<file path="config.mk">
export PLATFORM = sky130hd
export DESIGN_NAME = first_fit_range_allocator
export DESIGN_NICKNAME = d
export VERILOG_FILES = /design/src/ffra_pkg.sv /design/src/ffra_ram.sv /design/src/ffra_ctrl.sv /design/src/ffra_dp.sv /design/src/first_fit_range_allocator.sv
export SDC_FILE = /design/constraint.sdc
export NUM_CORES = 2
export LEC_CHECK = 0
export BUFFER_PORTS_ARGS = -buffer_cell sky130_fd_sc_hd__buf_2
export CAP_MARGIN = 10
export CORE_MARGIN = 4
export CORE_UTILIZATION = 50
export CTS_CLUSTER_DIAMETER = 30
export DETAILED_ROUTE_END_ITERATION = 8
export GPL_ROUTABILITY_DRIVEN = 1
export PLACE_DENSITY = 0.65
export SLEW_MARGIN = 0
export SYNTH_ARGS = -nofsm -noshare
export SYNTH_HDL_FRONTEND = slang
export SYNTH_HIERARCHICAL = 1
export SYNTH_SLANG_ARGS = --single-unit
</file>
<file path="constraint.sdc">
create_clock -name clk_i -period 42.6 [get_ports clk_i]
set_input_delay 0 -clock clk_i [delete_from_list [all_inputs] [get_ports clk_i]]
set_output_delay 0 -clock clk_i [all_outputs]
set_load 0.05 [all_outputs]
</file>
<file path="src/ffra_pkg.sv">
// Shared types and constants of the first-fit range allocator.
package ffra_pkg;

  // Width of every unit number, length and result on the ports.
  localparam int unsigned UnitW = 11;
  // Map bits held in one memory word, and the bits that address one of them.
  localparam int unsigned WordW = 8;
  localparam int unsigned OffW  = 3;

  localparam logic [UnitW-1:0] RoomReset = 11'd1024;

  localparam logic OpTake    = 1'b0;
  localparam logic OpRelease = 1'b1;

  typedef enum logic {
    PH_SCAN,
    PH_MOD
  } phase_e;

  typedef struct packed {
    logic   load;
    logic   go;
    logic   run;
    phase_e phase;
    logic   clr;
    logic   out_load;
  } cmd_t;

  typedef struct packed {
    logic take;
    logic ok;
    logic clr_last;
    logic scan_found;
    logic scan_end;
    logic mod_done;
  } stat_t;

endpackage

</file>
<file path="src/ffra_ram.sv">
// Generic single-write, single-read RAM with registered read data.
module ffra_ram #(
  parameter int unsigned WIDTH = 8,
  parameter int unsigned DEPTH = 128
) (
  input  logic                                    clk_i,
  input  logic                                    we_i,
  input  logic [(DEPTH > 1 ? $clog2(DEPTH) : 1)-1:0] waddr_i,
  input  logic [WIDTH-1:0]                        wdata_i,
  input  logic                                    re_i,
  input  logic [(DEPTH > 1 ? $clog2(DEPTH) : 1)-1:0] raddr_i,
  output logic [WIDTH-1:0]                        rdata_o
);

  logic [WIDTH-1:0] mem_q [DEPTH];
  logic [WIDTH-1:0] rdata_q;

  always_ff @(posedge clk_i) begin
    if (we_i) begin
      mem_q[waddr_i] <= wdata_i;
    end
    if (re_i) begin
      rdata_q <= mem_q[raddr_i];
    end
  end

  assign rdata_o = rdata_q;

endmodule

</file>
<file path="src/ffra_ctrl.sv">
// Sequencing state machine of the first-fit range allocator.
module ffra_ctrl (
  input  logic           clk_i,
  input  logic           rst_ni,
  input  logic           in_valid_i,
  output logic           in_stall_o,
  input  logic           out_stall_i,
  output logic           out_valid_o,
  input  ffra_pkg::stat_t stat_i,
  output ffra_pkg::cmd_t  cmd_o
);

  typedef enum logic [2:0] {
    ST_CLEAR,
    ST_IDLE,
    ST_DISPATCH,
    ST_SCAN,
    ST_MODGO,
    ST_MOD,
    ST_RESULT
  } state_e;

  state_e state_q, state_d;
  logic   out_valid_q, out_valid_d;

  always_comb begin
    cmd_o       = '0;
    cmd_o.phase = ffra_pkg::PH_SCAN;
    state_d     = state_q;
    unique case (state_q)
      ST_CLEAR: begin
        cmd_o.clr = 1'b1;
        if (stat_i.clr_last) state_d = ST_IDLE;
      end
      ST_IDLE: begin
        cmd_o.load = in_valid_i;
        if (in_valid_i) state_d = ST_DISPATCH;
      end
      ST_DISPATCH: begin
        cmd_o.go    = stat_i.ok;
        cmd_o.phase = stat_i.take ? ffra_pkg::PH_SCAN : ffra_pkg::PH_MOD;
        if (stat_i.ok) begin
          state_d = stat_i.take ? ST_SCAN : ST_MOD;
        end else begin
          state_d = stat_i.take ? ST_RESULT : ST_IDLE;
        end
      end
      ST_SCAN: begin
        cmd_o.run = 1'b1;
        if (stat_i.scan_found) begin
          state_d = ST_MODGO;
        end else if (stat_i.scan_end) begin
          state_d = ST_RESULT;
        end
      end
      ST_MODGO: begin
        cmd_o.go    = 1'b1;
        cmd_o.phase = ffra_pkg::PH_MOD;
        state_d     = ST_MOD;
      end
      ST_MOD: begin
        cmd_o.run   = 1'b1;
        cmd_o.phase = ffra_pkg::PH_MOD;
        if (stat_i.mod_done) state_d = stat_i.take ? ST_RESULT : ST_IDLE;
      end
      ST_RESULT: begin
        cmd_o.out_load = !out_valid_q || !out_stall_i;
        if (cmd_o.out_load) state_d = ST_IDLE;
      end
      default: state_d = ST_CLEAR;
    endcase
  end

  always_comb begin
    out_valid_d = out_valid_q;
    if (cmd_o.out_load) begin
      out_valid_d = 1'b1;
    end else if (!out_stall_i) begin
      out_valid_d = 1'b0;
    end
  end

  always_ff @(posedge clk_i or negedge rst_ni) begin
    if (!rst_ni) begin
      state_q     <= ST_CLEAR;
      out_valid_q <= 1'b0;
    end else begin
      state_q     <= state_d;
      out_valid_q <= out_valid_d;
    end
  end

  assign in_stall_o  = (state_q != ST_IDLE);
  assign out_valid_o = out_valid_q;

endmodule

</file>
<file path="src/ffra_dp.sv">
// Datapath of the first-fit range allocator: free map memory, scan and range update.
module ffra_dp #(
  parameter int unsigned MAX_UNITS = 1024
) (
  input  logic                          clk_i,
  input  logic                          rst_ni,
  input  ffra_pkg::cmd_t                 cmd_i,
  output ffra_pkg::stat_t                stat_o,
  input  logic                          cfg_we_i,
  input  logic [ffra_pkg::UnitW-1:0]    room_count_i,
  input  logic                          operation_i,
  input  logic [ffra_pkg::UnitW-1:0]    start_req_i,
  input  logic [ffra_pkg::UnitW-1:0]    length_i,
  output logic [ffra_pkg::UnitW-1:0]    first_unit_o
);

  localparam int unsigned UW     = ffra_pkg::UnitW;
  localparam int unsigned WW     = ffra_pkg::WordW;
  localparam int unsigned OW     = ffra_pkg::OffW;
  localparam int unsigned Rows   = (MAX_UNITS + WW - 1) / WW;
  localparam int unsigned AW     = (Rows > 1) ? $clog2(Rows) : 1;
  localparam int unsigned CapInt = (MAX_UNITS > 2047) ? 2047 : MAX_UNITS;
  localparam logic [UW-1:0] Cap  = UW'(CapInt);
  localparam logic [AW-1:0] LastRow = AW'(Rows - 1);

  logic [UW-1:0] room_q;
  logic          op_q;
  logic [UW-1:0] len_q, lim_q, lo_q, hi_q, res_q, out_q;
  logic [AW-1:0] last_w_q;
  logic          ok_q;
  logic [UW-1:0] run_q;
  logic [AW-1:0] rd_addr_q, ev_addr_q, clr_q;
  logic          rd_more_q, dv_q;

  // Request decode at acceptance.
  logic [UW-1:0] lim_d;
  logic [UW:0]   rel_last;
  logic          ok_d;

  always_comb begin
    lim_d    = (room_q > Cap) ? Cap : room_q;
    rel_last = {1'b0, start_req_i} + {1'b0, length_i} - {{UW{1'b0}}, 1'b1};
    if (operation_i == ffra_pkg::OpTake) begin
      ok_d = (length_i != '0) && (lim_d != '0);
    end else begin
      ok_d = (start_req_i != '0) && (length_i != '0) && (rel_last <= {1'b0, lim_d});
    end
  end

  // Word bounds of the range being updated.
  logic [UW-1:0] lo_m1, hi_m1;
  logic [AW-1:0] lo_w, hi_w, end_w;
  logic [OW-1:0] lo_off, hi_off;

  assign lo_m1  = lo_q - {{(UW-1){1'b0}}, 1'b1};
  assign hi_m1  = hi_q - {{(UW-1){1'b0}}, 1'b1};
  assign lo_w   = AW'(lo_m1 >> OW);
  assign hi_w   = AW'(hi_m1 >> OW);
  assign lo_off = lo_m1[OW-1:0];
  assign hi_off = hi_m1[OW-1:0];
  assign end_w  = (cmd_i.phase == ffra_pkg::PH_SCAN) ? last_w_q : hi_w;

  // Memory ports.
  logic          rd_en, mod_wr, ram_we;
  logic [AW-1:0] ram_waddr;
  logic [WW-1:0] ram_wdata, rdata, mask, new_word;

  assign rd_en  = cmd_i.run && rd_more_q;
  assign mod_wr = cmd_i.run && (cmd_i.phase == ffra_pkg::PH_MOD) && dv_q;

  always_comb begin
    mask = {WW{1'b1}};
    if (ev_addr_q == lo_w) mask = mask & ({WW{1'b1}} << lo_off);
    if (ev_addr_q == hi_w) mask = mask & ({WW{1'b1}} >> (OW'(WW - 1) - hi_off));
    if (op_q == ffra_pkg::OpRelease) begin
      new_word = rdata | mask;
    end else begin
      new_word = rdata & ~mask;
    end
  end

  assign ram_we    = cmd_i.clr || mod_wr;
  assign ram_waddr = cmd_i.clr ? clr_q : ev_addr_q;
  assign ram_wdata = cmd_i.clr ? {WW{1'b1}} : new_word;

  ffra_ram #(
    .WIDTH(WW),
    .DEPTH(Rows)
  ) u_map (
    .clk_i  (clk_i),
    .we_i   (ram_we),
    .waddr_i(ram_waddr),
    .wdata_i(ram_wdata),
    .re_i   (rd_en),
    .raddr_i(rd_addr_q),
    .rdata_o(rdata)
  );

  // Run search over one map word: eight short dependent steps.
  logic [UW:0]   base12;
  logic [UW:0]   unit_w [WW];
  logic [UW:0]   cand_w [WW];
  logic [WW-1:0] fbit;
  logic [UW-1:0] run_n;
  logic          found;
  logic [OW-1:0] hit;
  logic          scan_eval;

  always_comb begin
    base12 = ((UW+1)'(ev_addr_q) << OW) + {{UW{1'b0}}, 1'b1};
    for (int j = 0; j < WW; j++) begin
      unit_w[j] = base12 + (UW+1)'(j);
      cand_w[j] = base12 + (UW+1)'(j + 1) - {1'b0, len_q};
      fbit[j]   = rdata[j] && (unit_w[j] <= {1'b0, lim_q});
    end
    run_n = run_q;
    found = 1'b0;
    hit   = '0;
    for (int j = 0; j < WW; j++) begin
      if (!found) begin
        if (fbit[j]) begin
          run_n = run_n + {{(UW-1){1'b0}}, 1'b1};
        end else begin
          run_n = '0;
        end
        if (run_n == len_q) begin
          found = 1'b1;
          hit   = OW'(j);
        end
      end
    end
  end

  assign scan_eval = cmd_i.run && (cmd_i.phase == ffra_pkg::PH_SCAN) && dv_q;

  // Control registers of the read pipeline and the clearing pass.
  always_ff @(posedge clk_i or negedge rst_ni) begin
    if (!rst_ni) begin
      room_q    <= ffra_pkg::RoomReset;
      clr_q     <= '0;
      rd_more_q <= 1'b0;
      dv_q      <= 1'b0;
    end else begin
      if (cfg_we_i) room_q <= room_count_i;
      if (cmd_i.clr) clr_q <= clr_q + {{(AW-1){1'b0}}, 1'b1};
      if (cmd_i.go) begin
        rd_more_q <= 1'b1;
        dv_q      <= 1'b0;
      end else begin
        dv_q <= rd_en;
        if (rd_en && (rd_addr_q == end_w)) rd_more_q <= 1'b0;
      end
    end
  end

  // Payload registers.
  always_ff @(posedge clk_i) begin
    if (cmd_i.load) begin
      op_q     <= operation_i;
      len_q    <= length_i;
      lim_q    <= lim_d;
      last_w_q <= AW'((lim_d - {{(UW-1){1'b0}}, 1'b1}) >> OW);
      ok_q     <= ok_d;
      lo_q     <= start_req_i;
      hi_q     <= rel_last[UW-1:0];
      res_q    <= '0;
    end
    if (cmd_i.go) begin
      rd_addr_q <= (cmd_i.phase == ffra_pkg::PH_SCAN) ? '0 : lo_w;
      run_q     <= '0;
    end else if (rd_en) begin
      rd_addr_q <= rd_addr_q + {{(AW-1){1'b0}}, 1'b1};
    end
    if (rd_en) ev_addr_q <= rd_addr_q;
    if (scan_eval) begin
      run_q <= run_n;
      if (found) begin
        lo_q  <= cand_w[hit][UW-1:0];
        hi_q  <= unit_w[hit][UW-1:0];
        res_q <= cand_w[hit][UW-1:0];
      end
    end
    if (cmd_i.out_load) out_q <= res_q;
  end

  always_comb begin
    stat_o            = '0;
    stat_o.take       = (op_q == ffra_pkg::OpTake);
    stat_o.ok         = ok_q;
    stat_o.clr_last   = (clr_q == LastRow);
    stat_o.scan_found = scan_eval && found;
    stat_o.scan_end   = scan_eval && !found && (ev_addr_q == last_w_q);
    stat_o.mod_done   = mod_wr && (ev_addr_q == hi_w);
  end

  assign first_unit_o = out_q;

endmodule

</file>
<file path="src/first_fit_range_allocator.sv">
// Top level of the first-fit range allocator: controller, datapath and checks.
//
// The block keeps a free map of units 1..room_count, at most MAX_UNITS. A request
// on the input channel either takes a run (operation 0) of 'length' consecutive
// free units, answered on the output channel with the lowest fitting start or 0,
// or releases start_req..start_req+length-1 and gives no answer. Both channels
// use valid and stall; the room count is written on its own valid/ready port,
// which is always ready, and is meant to change only while the block is idle.
// The map sits in a memory of 8-bit words with a registered read. A take reads
// the map one word a cycle up to the room count, stopping at the first fit,
// then rewrites the words that the run spans; a release rewrites its span.
// A take that finds a run answers its start after the scan and the rewrite; one
// that finds none answers 0, as does one of zero length or with no room, which
// reads no map word. A scan reads at most ceil(room_count / 8) words, 128 at
// 1024 units. A valid release holds the block until its span is rewritten.
// Requests are handled one at a time; the next is taken in the cycle after a
// take hands over its result. After reset a clearing pass sets all the
// ceil(MAX_UNITS / 8) map words, marking every unit free; input stalls until it
// ends. A result waits in the output register while the receiver stalls, and
// the next request is taken meanwhile; a following take holds its result.
module first_fit_range_allocator #(
  parameter int unsigned MAX_UNITS = 1024
) (
  input  logic                       clk_i,
  input  logic                       rst_ni,
  input  logic                       cfg_valid_i,
  output logic                       cfg_ready_o,
  input  logic [ffra_pkg::UnitW-1:0] room_count_i,
  input  logic                       in_valid_i,
  output logic                       in_stall_o,
  input  logic                       operation_i,
  input  logic [ffra_pkg::UnitW-1:0] start_req_i,
  input  logic [ffra_pkg::UnitW-1:0] length_i,
  output logic                       out_valid_o,
  input  logic                       out_stall_i,
  output logic [ffra_pkg::UnitW-1:0] first_unit_o
);

  ffra_pkg::cmd_t  cmd;
  ffra_pkg::stat_t stat;

  // The room count register can always take a write.
  assign cfg_ready_o = 1'b1;

  ffra_ctrl u_ctrl (
    .clk_i      (clk_i),
    .rst_ni     (rst_ni),
    .in_valid_i (in_valid_i),
    .in_stall_o (in_stall_o),
    .out_stall_i(out_stall_i),
    .out_valid_o(out_valid_o),
    .stat_i     (stat),
    .cmd_o      (cmd)
  );

  ffra_dp #(
    .MAX_UNITS(MAX_UNITS)
  ) u_dp (
    .clk_i       (clk_i),
    .rst_ni      (rst_ni),
    .cmd_i       (cmd),
    .stat_o      (stat),
    .cfg_we_i    (cfg_valid_i && cfg_ready_o),
    .room_count_i(room_count_i),
    .operation_i (operation_i),
    .start_req_i (start_req_i),
    .length_i    (length_i),
    .first_unit_o(first_unit_o)
  );

  // A new result never overwrites one that the receiver has not yet taken.
  a_no_overwrite: assert property (@(posedge clk_i) disable iff (!rst_ni)
    cmd.out_load |-> !(out_valid_o && out_stall_i))
    else $error("result loaded over a pending result");

  // No request is accepted while the clearing pass runs.
  a_clear_stalls: assert property (@(posedge clk_i) disable iff (!rst_ni)
    cmd.clr |-> in_stall_o)
    else $error("request accepted during clearing pass");

  // The controller issues at most one kind of command in a cycle.
  a_one_cmd: assert property (@(posedge clk_i) disable iff (!rst_ni)
    $onehot0({cmd.load, cmd.go, cmd.run, cmd.clr, cmd.out_load}))
    else $error("conflicting commands");

  // A granted start always lies inside the map.
  a_result_bound: assert property (@(posedge clk_i) disable iff (!rst_ni)
    out_valid_o |-> (32'(first_unit_o) <= MAX_UNITS))
    else $error("result beyond the map");

endmodule

</file>
Yosys cells after proc, flatten, opt, wreduce, memory -nomap -nowiden
Memory sizes are Yosys's and may differ from the RTL's. A register that Yosys moved wholly into a read port is not among the register bits. Cells that the tools add are included.

$add $sub $neg: 33. Reductions and logical operators: 36. Shifts and indexed selects: 2. $lt $le $gt $ge: 11. Equality and inequality tests: 26. Multiplexer cells: 103. Bitwise gates (word level): 6.

Operators with widths (count): $mux W11 (38); $le A12 B11 Y1 (9); $sub A12 B11 Y12 (8); $add A11 B1 Y11 const B (8); $eq A11 B11 Y1 (8); $bmux W12 S3 (2); $mux W3 (22); $add A12 B3 Y12 const B (4); $mux W7 (5); $reduce_bool A11 Y1 (3); $mux W8 (4); $sub A10 B1 Y10 const B (3); $mux W1 (29); $eq A7 B7 Y1 (4); $add A12 B2 Y12 const B (2); $logic_and A1 B1 Y1 (21); $pmux W3 S7 (1); $and A8 B8 Y8 (2); $add A7 B1 Y7 const B (2); $add A11 B11 Y12 (1); $add A12 B1 Y12 const B (1); $add A12 B4 Y12 const B (1); $sub A12 B1 Y12 const B (1); $add A10 B1 Y11 const B (1); other kinds (24) (37).

Output and inout port bits: 14. Bits in writable memories: 1024. Memories kept: 1. Bits of input ports: 39. Word-level logic and storage cells: 236. Register bits: 124.

Memory list: u_dp.u_map.mem_q (depth 128, width 8, rd ports 1, clocked after memory_dff 1, wr ports 1, RTL line ffra_ram.sv:15) `logic [WIDTH-1:0] mem_q [DEPTH];`.

Longest topological paths before layout
Depth in word-level cells: 40. Gate-level depth with buffers: 67. Gate-level depth less buffers: 58.

Hierarchy
Netlist, hierarchy kept.

Modules (own cells, without submodules): ffra_ram (area an instance 39745.6 um2, cells an instance 1635, instances 1, seq. area each 30989.7 um2); ffra_dp (area an instance 17798.3 um2, cells an instance 2332, instances 1, seq. area each 3134.3 um2); ffra_ctrl (area an instance 385.4 um2, cells an instance 46, instances 1, seq. area each 100.1 um2); first_fit_range_allocator (area an instance 11.3 um2, cells an instance 2, instances 1, seq. area each 0.0 um2).

Worst setup path after synthesis
No wires, ideal clock.

Kind: reg-to-reg. Start point: reg u_dp.ev_addr_q[0]. End point: reg u_ctrl.state_q[1]. Setup time: 0.128 ns. Data arrival time: 13.642 ns. Required time: 42.472 ns. Clock period less this slack: 13.770 ns. Path slack: 28.830 ns. Stages on the path, launching flop included: 63. Buffers on the path: 11. Path through: edfxtp_1 > inv_1 > ha_1 > nand4b_1 > nor4_1 > a31o_1 > buf_2 > nor3_1 > o32a_1 > nand4_1 > buf_4 > buf_4 > nor2_2 > buf_2 > o22ai_1 > ha_1 > clkbuf_1 > nand4_1 > [... 27 more ...] > mux2_2 > ha_1 > nand3_1 > or3_1 > o211ai_1 > a21boi_2 > xnor3_1 > or4_1 > nand3_1 > nand2b_1 > o31ai_1 > nand2_1 > inv_1 > clkbuf_1 > clkbuf_1 > nor3_1 > a211oi_2 > mux2_1.

RTL lines: start: declaration (RTL line ffra_dp.sv:32) `logic [AW-1:0] rd_addr_q, ev_addr_q, clr_q;`; start signal: assignment (RTL line ffra_dp.sv:174) `if (rd_en) ev_addr_q <= rd_addr_q;`; end signal: assignment (RTL line ffra_ctrl.sv:88) `state_q <= state_d;`; end: declaration (RTL line ffra_ctrl.sv:23) `state_e state_q, state_d;`.

==> results.ini <==
[run_status]
outcome=finished, final reports clean

[hold_path]
hold_class=primary input to flop
whs_path_depth=2

[sta]
tightest_slew_ns=1.189
tns_ns=0
hold_viol_final=0
setup_violations=0
timing.final.crit_share_pct=42.41
finClkSkew_ns=0.06111
min_period_ns=18.07
max_freq_mhz=55.35
fin_ws_ns=24.53
slew_headroom_pct=19.90
rsz0062_at_grt=no
drv_slew=0
hold-worst-slack_ns=0.1217

[yosys]
syn_area_per_cell_sq_um=14.43
synthArstFlopShare_pct=2.080
synth-edff-count=1099
syn_nets=4163
synth_cell_types=130
synthCells=4015
synth-seq-cells=1154
yosysMostFrequentCell=edfxtp_1
yosysWarnings=6
syn_area_sq_um=57940
synth_top_area_share_pct=56.96
synth_common_cells=edfxtp_1 (1099), mux4_2 (336), nor2_1 (303)
yosysTopAreaCell=edfxtp_1
seq_area_frac_synth_pct=59.07
yosys-top-cells-area=edfxtp_1 (57%), mux4_2 (13%), ha_1 (2.2%)
synth_ff_type=edfxtp_1

[drt]
ant_nets=0
drt_pass1_iterations=6
routed_via_density=6.488
route.vias.total=38440
wl_per_cell_um=28.47
drtIter0Drc=4628
drt-total-wl_um=168700
route.detailed.drc=0

[power]
internal_power_mw=3.209
p_seq_share_pct=30.1
fin_total_pwr_mw=4.957
swShare_pct=35.27
power_switching_mw=1.748
powerDensity_nw_per_um2=72.79
ir_worst_vdd_uv=51.35
pwr-share-comb_pct=35.1
pwr-share-clk_pct=34.8
power.leakage_nw=22.65

[floorplanning]
die_h_um=348.4
rows=124
start_util_pct=50.53
ioPinCount=53
chipWidth_um=348.4
core_sq_um=114700
die_area_sq_um=121400

[place]
preCtsSetupSlack_ns=24.86
place_area_sq_um=59820
hpwl_um=109600
dp_cells=5447
gp_congestion=0.9484
portBuffers=51

[worst_setup_path]
worst_ep_required_time_ns=43.23
max_stage_delay_ns=0.88
path_class=flop to flop
r2r_cells=55
endpoint_kind=flop
crit_slowest_cell=o31ai_1
cp.arrival_ns=18.70
cp_common_cell=ha_1
crit_path_start_kind=flop
path_max_fanout=39

[clocking]
cts_buffers=215
cts_buffer_depth=3
root_buffer=clkbuf_16
cts_resized=0
hold_buffers=73
post-cts-setup-buffers=0
cts_tree=yes
path_clk_slew_ns=0.05
cts.sinks=1154
clk_latency_ns=0.81
htreeDepth=4

[grt]
grt_pass1_vias=37470
grt-ovfl-total=0
grt_usage_pct=27.66
grt_pass1_wl_um=250500
grt_max_degree=153
antenna_found_initial=3

[finish]
fillers=8488
stdcell_area_sq_um=68100
nets=4374
drive_above_1_share_pct=22.45
syn_to_final_growth_pct=17.53
fin_util_pct=59.40
stdcell_count=5924

[flow_run]
cap_violations=0

## power by group through the flow
stage / Sequential [mW] / Clock (mW) / Combinational [mW]
after global placement: 1.51 / 0 / 1.69
after global routing: 1.50 / 1.80 / 1.85
after detailed placement: 1.51 / 0 / 1.70
after CTS: 1.49 / 1.74 / 1.72
final: 1.49 / 1.72 / 1.74
after floorplan: 1.51 / 0 / 1.17
## state kept, by name, summed over array words and instances (netlist names)
register,cells
u_dp/u_map/mem_q,1024
u_dp/first_unit_o,11
u_dp/len_q,11
u_dp/lim_q,11
u_dp/res_q,11
u_dp/room_q,11
u_dp/run_q,11
u_dp/hi_q,10
u_dp/lo_q,10
u_dp/u_map/rdata_o,8
u_dp/clr_q,7
u_dp/ev_addr_q,7
u_dp/last_w_q,7
u_dp/rd_addr_q,7
u_ctrl/state_q,3
u_ctrl/out_valid_o,1
u_dp/dv_q,1
u_dp/ok_q,1
u_dp/op_q,1
u_dp/rd_more_q,1
## path summary, 6_finish.rpt
kind                                   start                end  slack (ns)
hold / removal                   length_i[2]      u_dp/len_q[2]        0.12
setup reg to reg           u_dp/ev_addr_q[0]  u_ctrl/state_q[1]       24.53
hold reg to reg                u_dp/clr_q[6]      u_dp/clr_q[6]        0.49
max in group asynchronous             rst_ni     u_dp/room_q[2]       42.02
setup / recovery           u_dp/ev_addr_q[0]  u_ctrl/state_q[1]       24.53
min in group asynchronous             rst_ni      u_dp/clr_q[4]        0.40
## cell families after synthesis
kind of cell / after synthesis / synth area share (%)
multiplexers: 444 / 15.06
other: 1 / 0.006472
adder cells (fa/ha/maj): 109 / 2.457
flip-flops: 1154 / 59.07
AND/OR/NAND/NOR: 1064 / 9.353
buffers and inverters: 361 / 2.652
AO/OA/AOI/OAI: 723 / 8.884
XOR/XNOR: 159 / 2.522
## routing by layer
| metal | track usage (%) | routed length (um) | part of all wire (%) | vias up |
|---|---|---|---|---|
| met5 | 0 | 0 | 0 | - |
| met4 | 10.66 | 6282 | 3.7 | 0 |
| met3 | 4.767 | 15280 | 9.1 | 308 |
| met2 | 42.57 | 78050 | 46 | 1968 |
| met1 | 39.85 | 69050 | 41 | 19600 |
| li1 | - | - | - | 16560 |
## critical path, delay by kind of cell (launching register included)
kind / cells / cell delay (ns)
buffers and inverters: 6 / 1.71
AND/OR/NAND/NOR: 21 / 5.39
multiplexers: 2 / 0.53
AO/OA/AOI/OAI: 19 / 7.20
adder cells (fa/ha/maj): 5 / 1.88
flip-flops: 1 / 0.52
XOR/XNOR: 2 / 0.63
## cell usage in the layout, fill, tap and decap left out, drive strengths merged, types with 95 or more instances in the layout
master,synthesis,routed
nand3,95,95
xnor2,114,114
edfxtp,1099,1099
inv,140,175
mux4,336,336
nand2,219,219
o21ai,144,144
nor2,307,307
a21oi,150,150
clkbuf,129,234
ha,101,101
nor3,105,105
buf,87,138
## area by class of cell
cell class	count	area (sq um)	share of cell area (%)
diodes	3	7.507	0.01102
clock buffers	234	5535	8.128
clock inverters	166	1986	2.916
inverters	145	544.3	0.7992
multi-input cells	2500	22250	32.67
flip-flops and latches	1154	34220	50.26
well taps	1512	1892	2.778
repair buffers	210	1667	2.447
No activity file was read; power rests on OpenSTA's default activity.
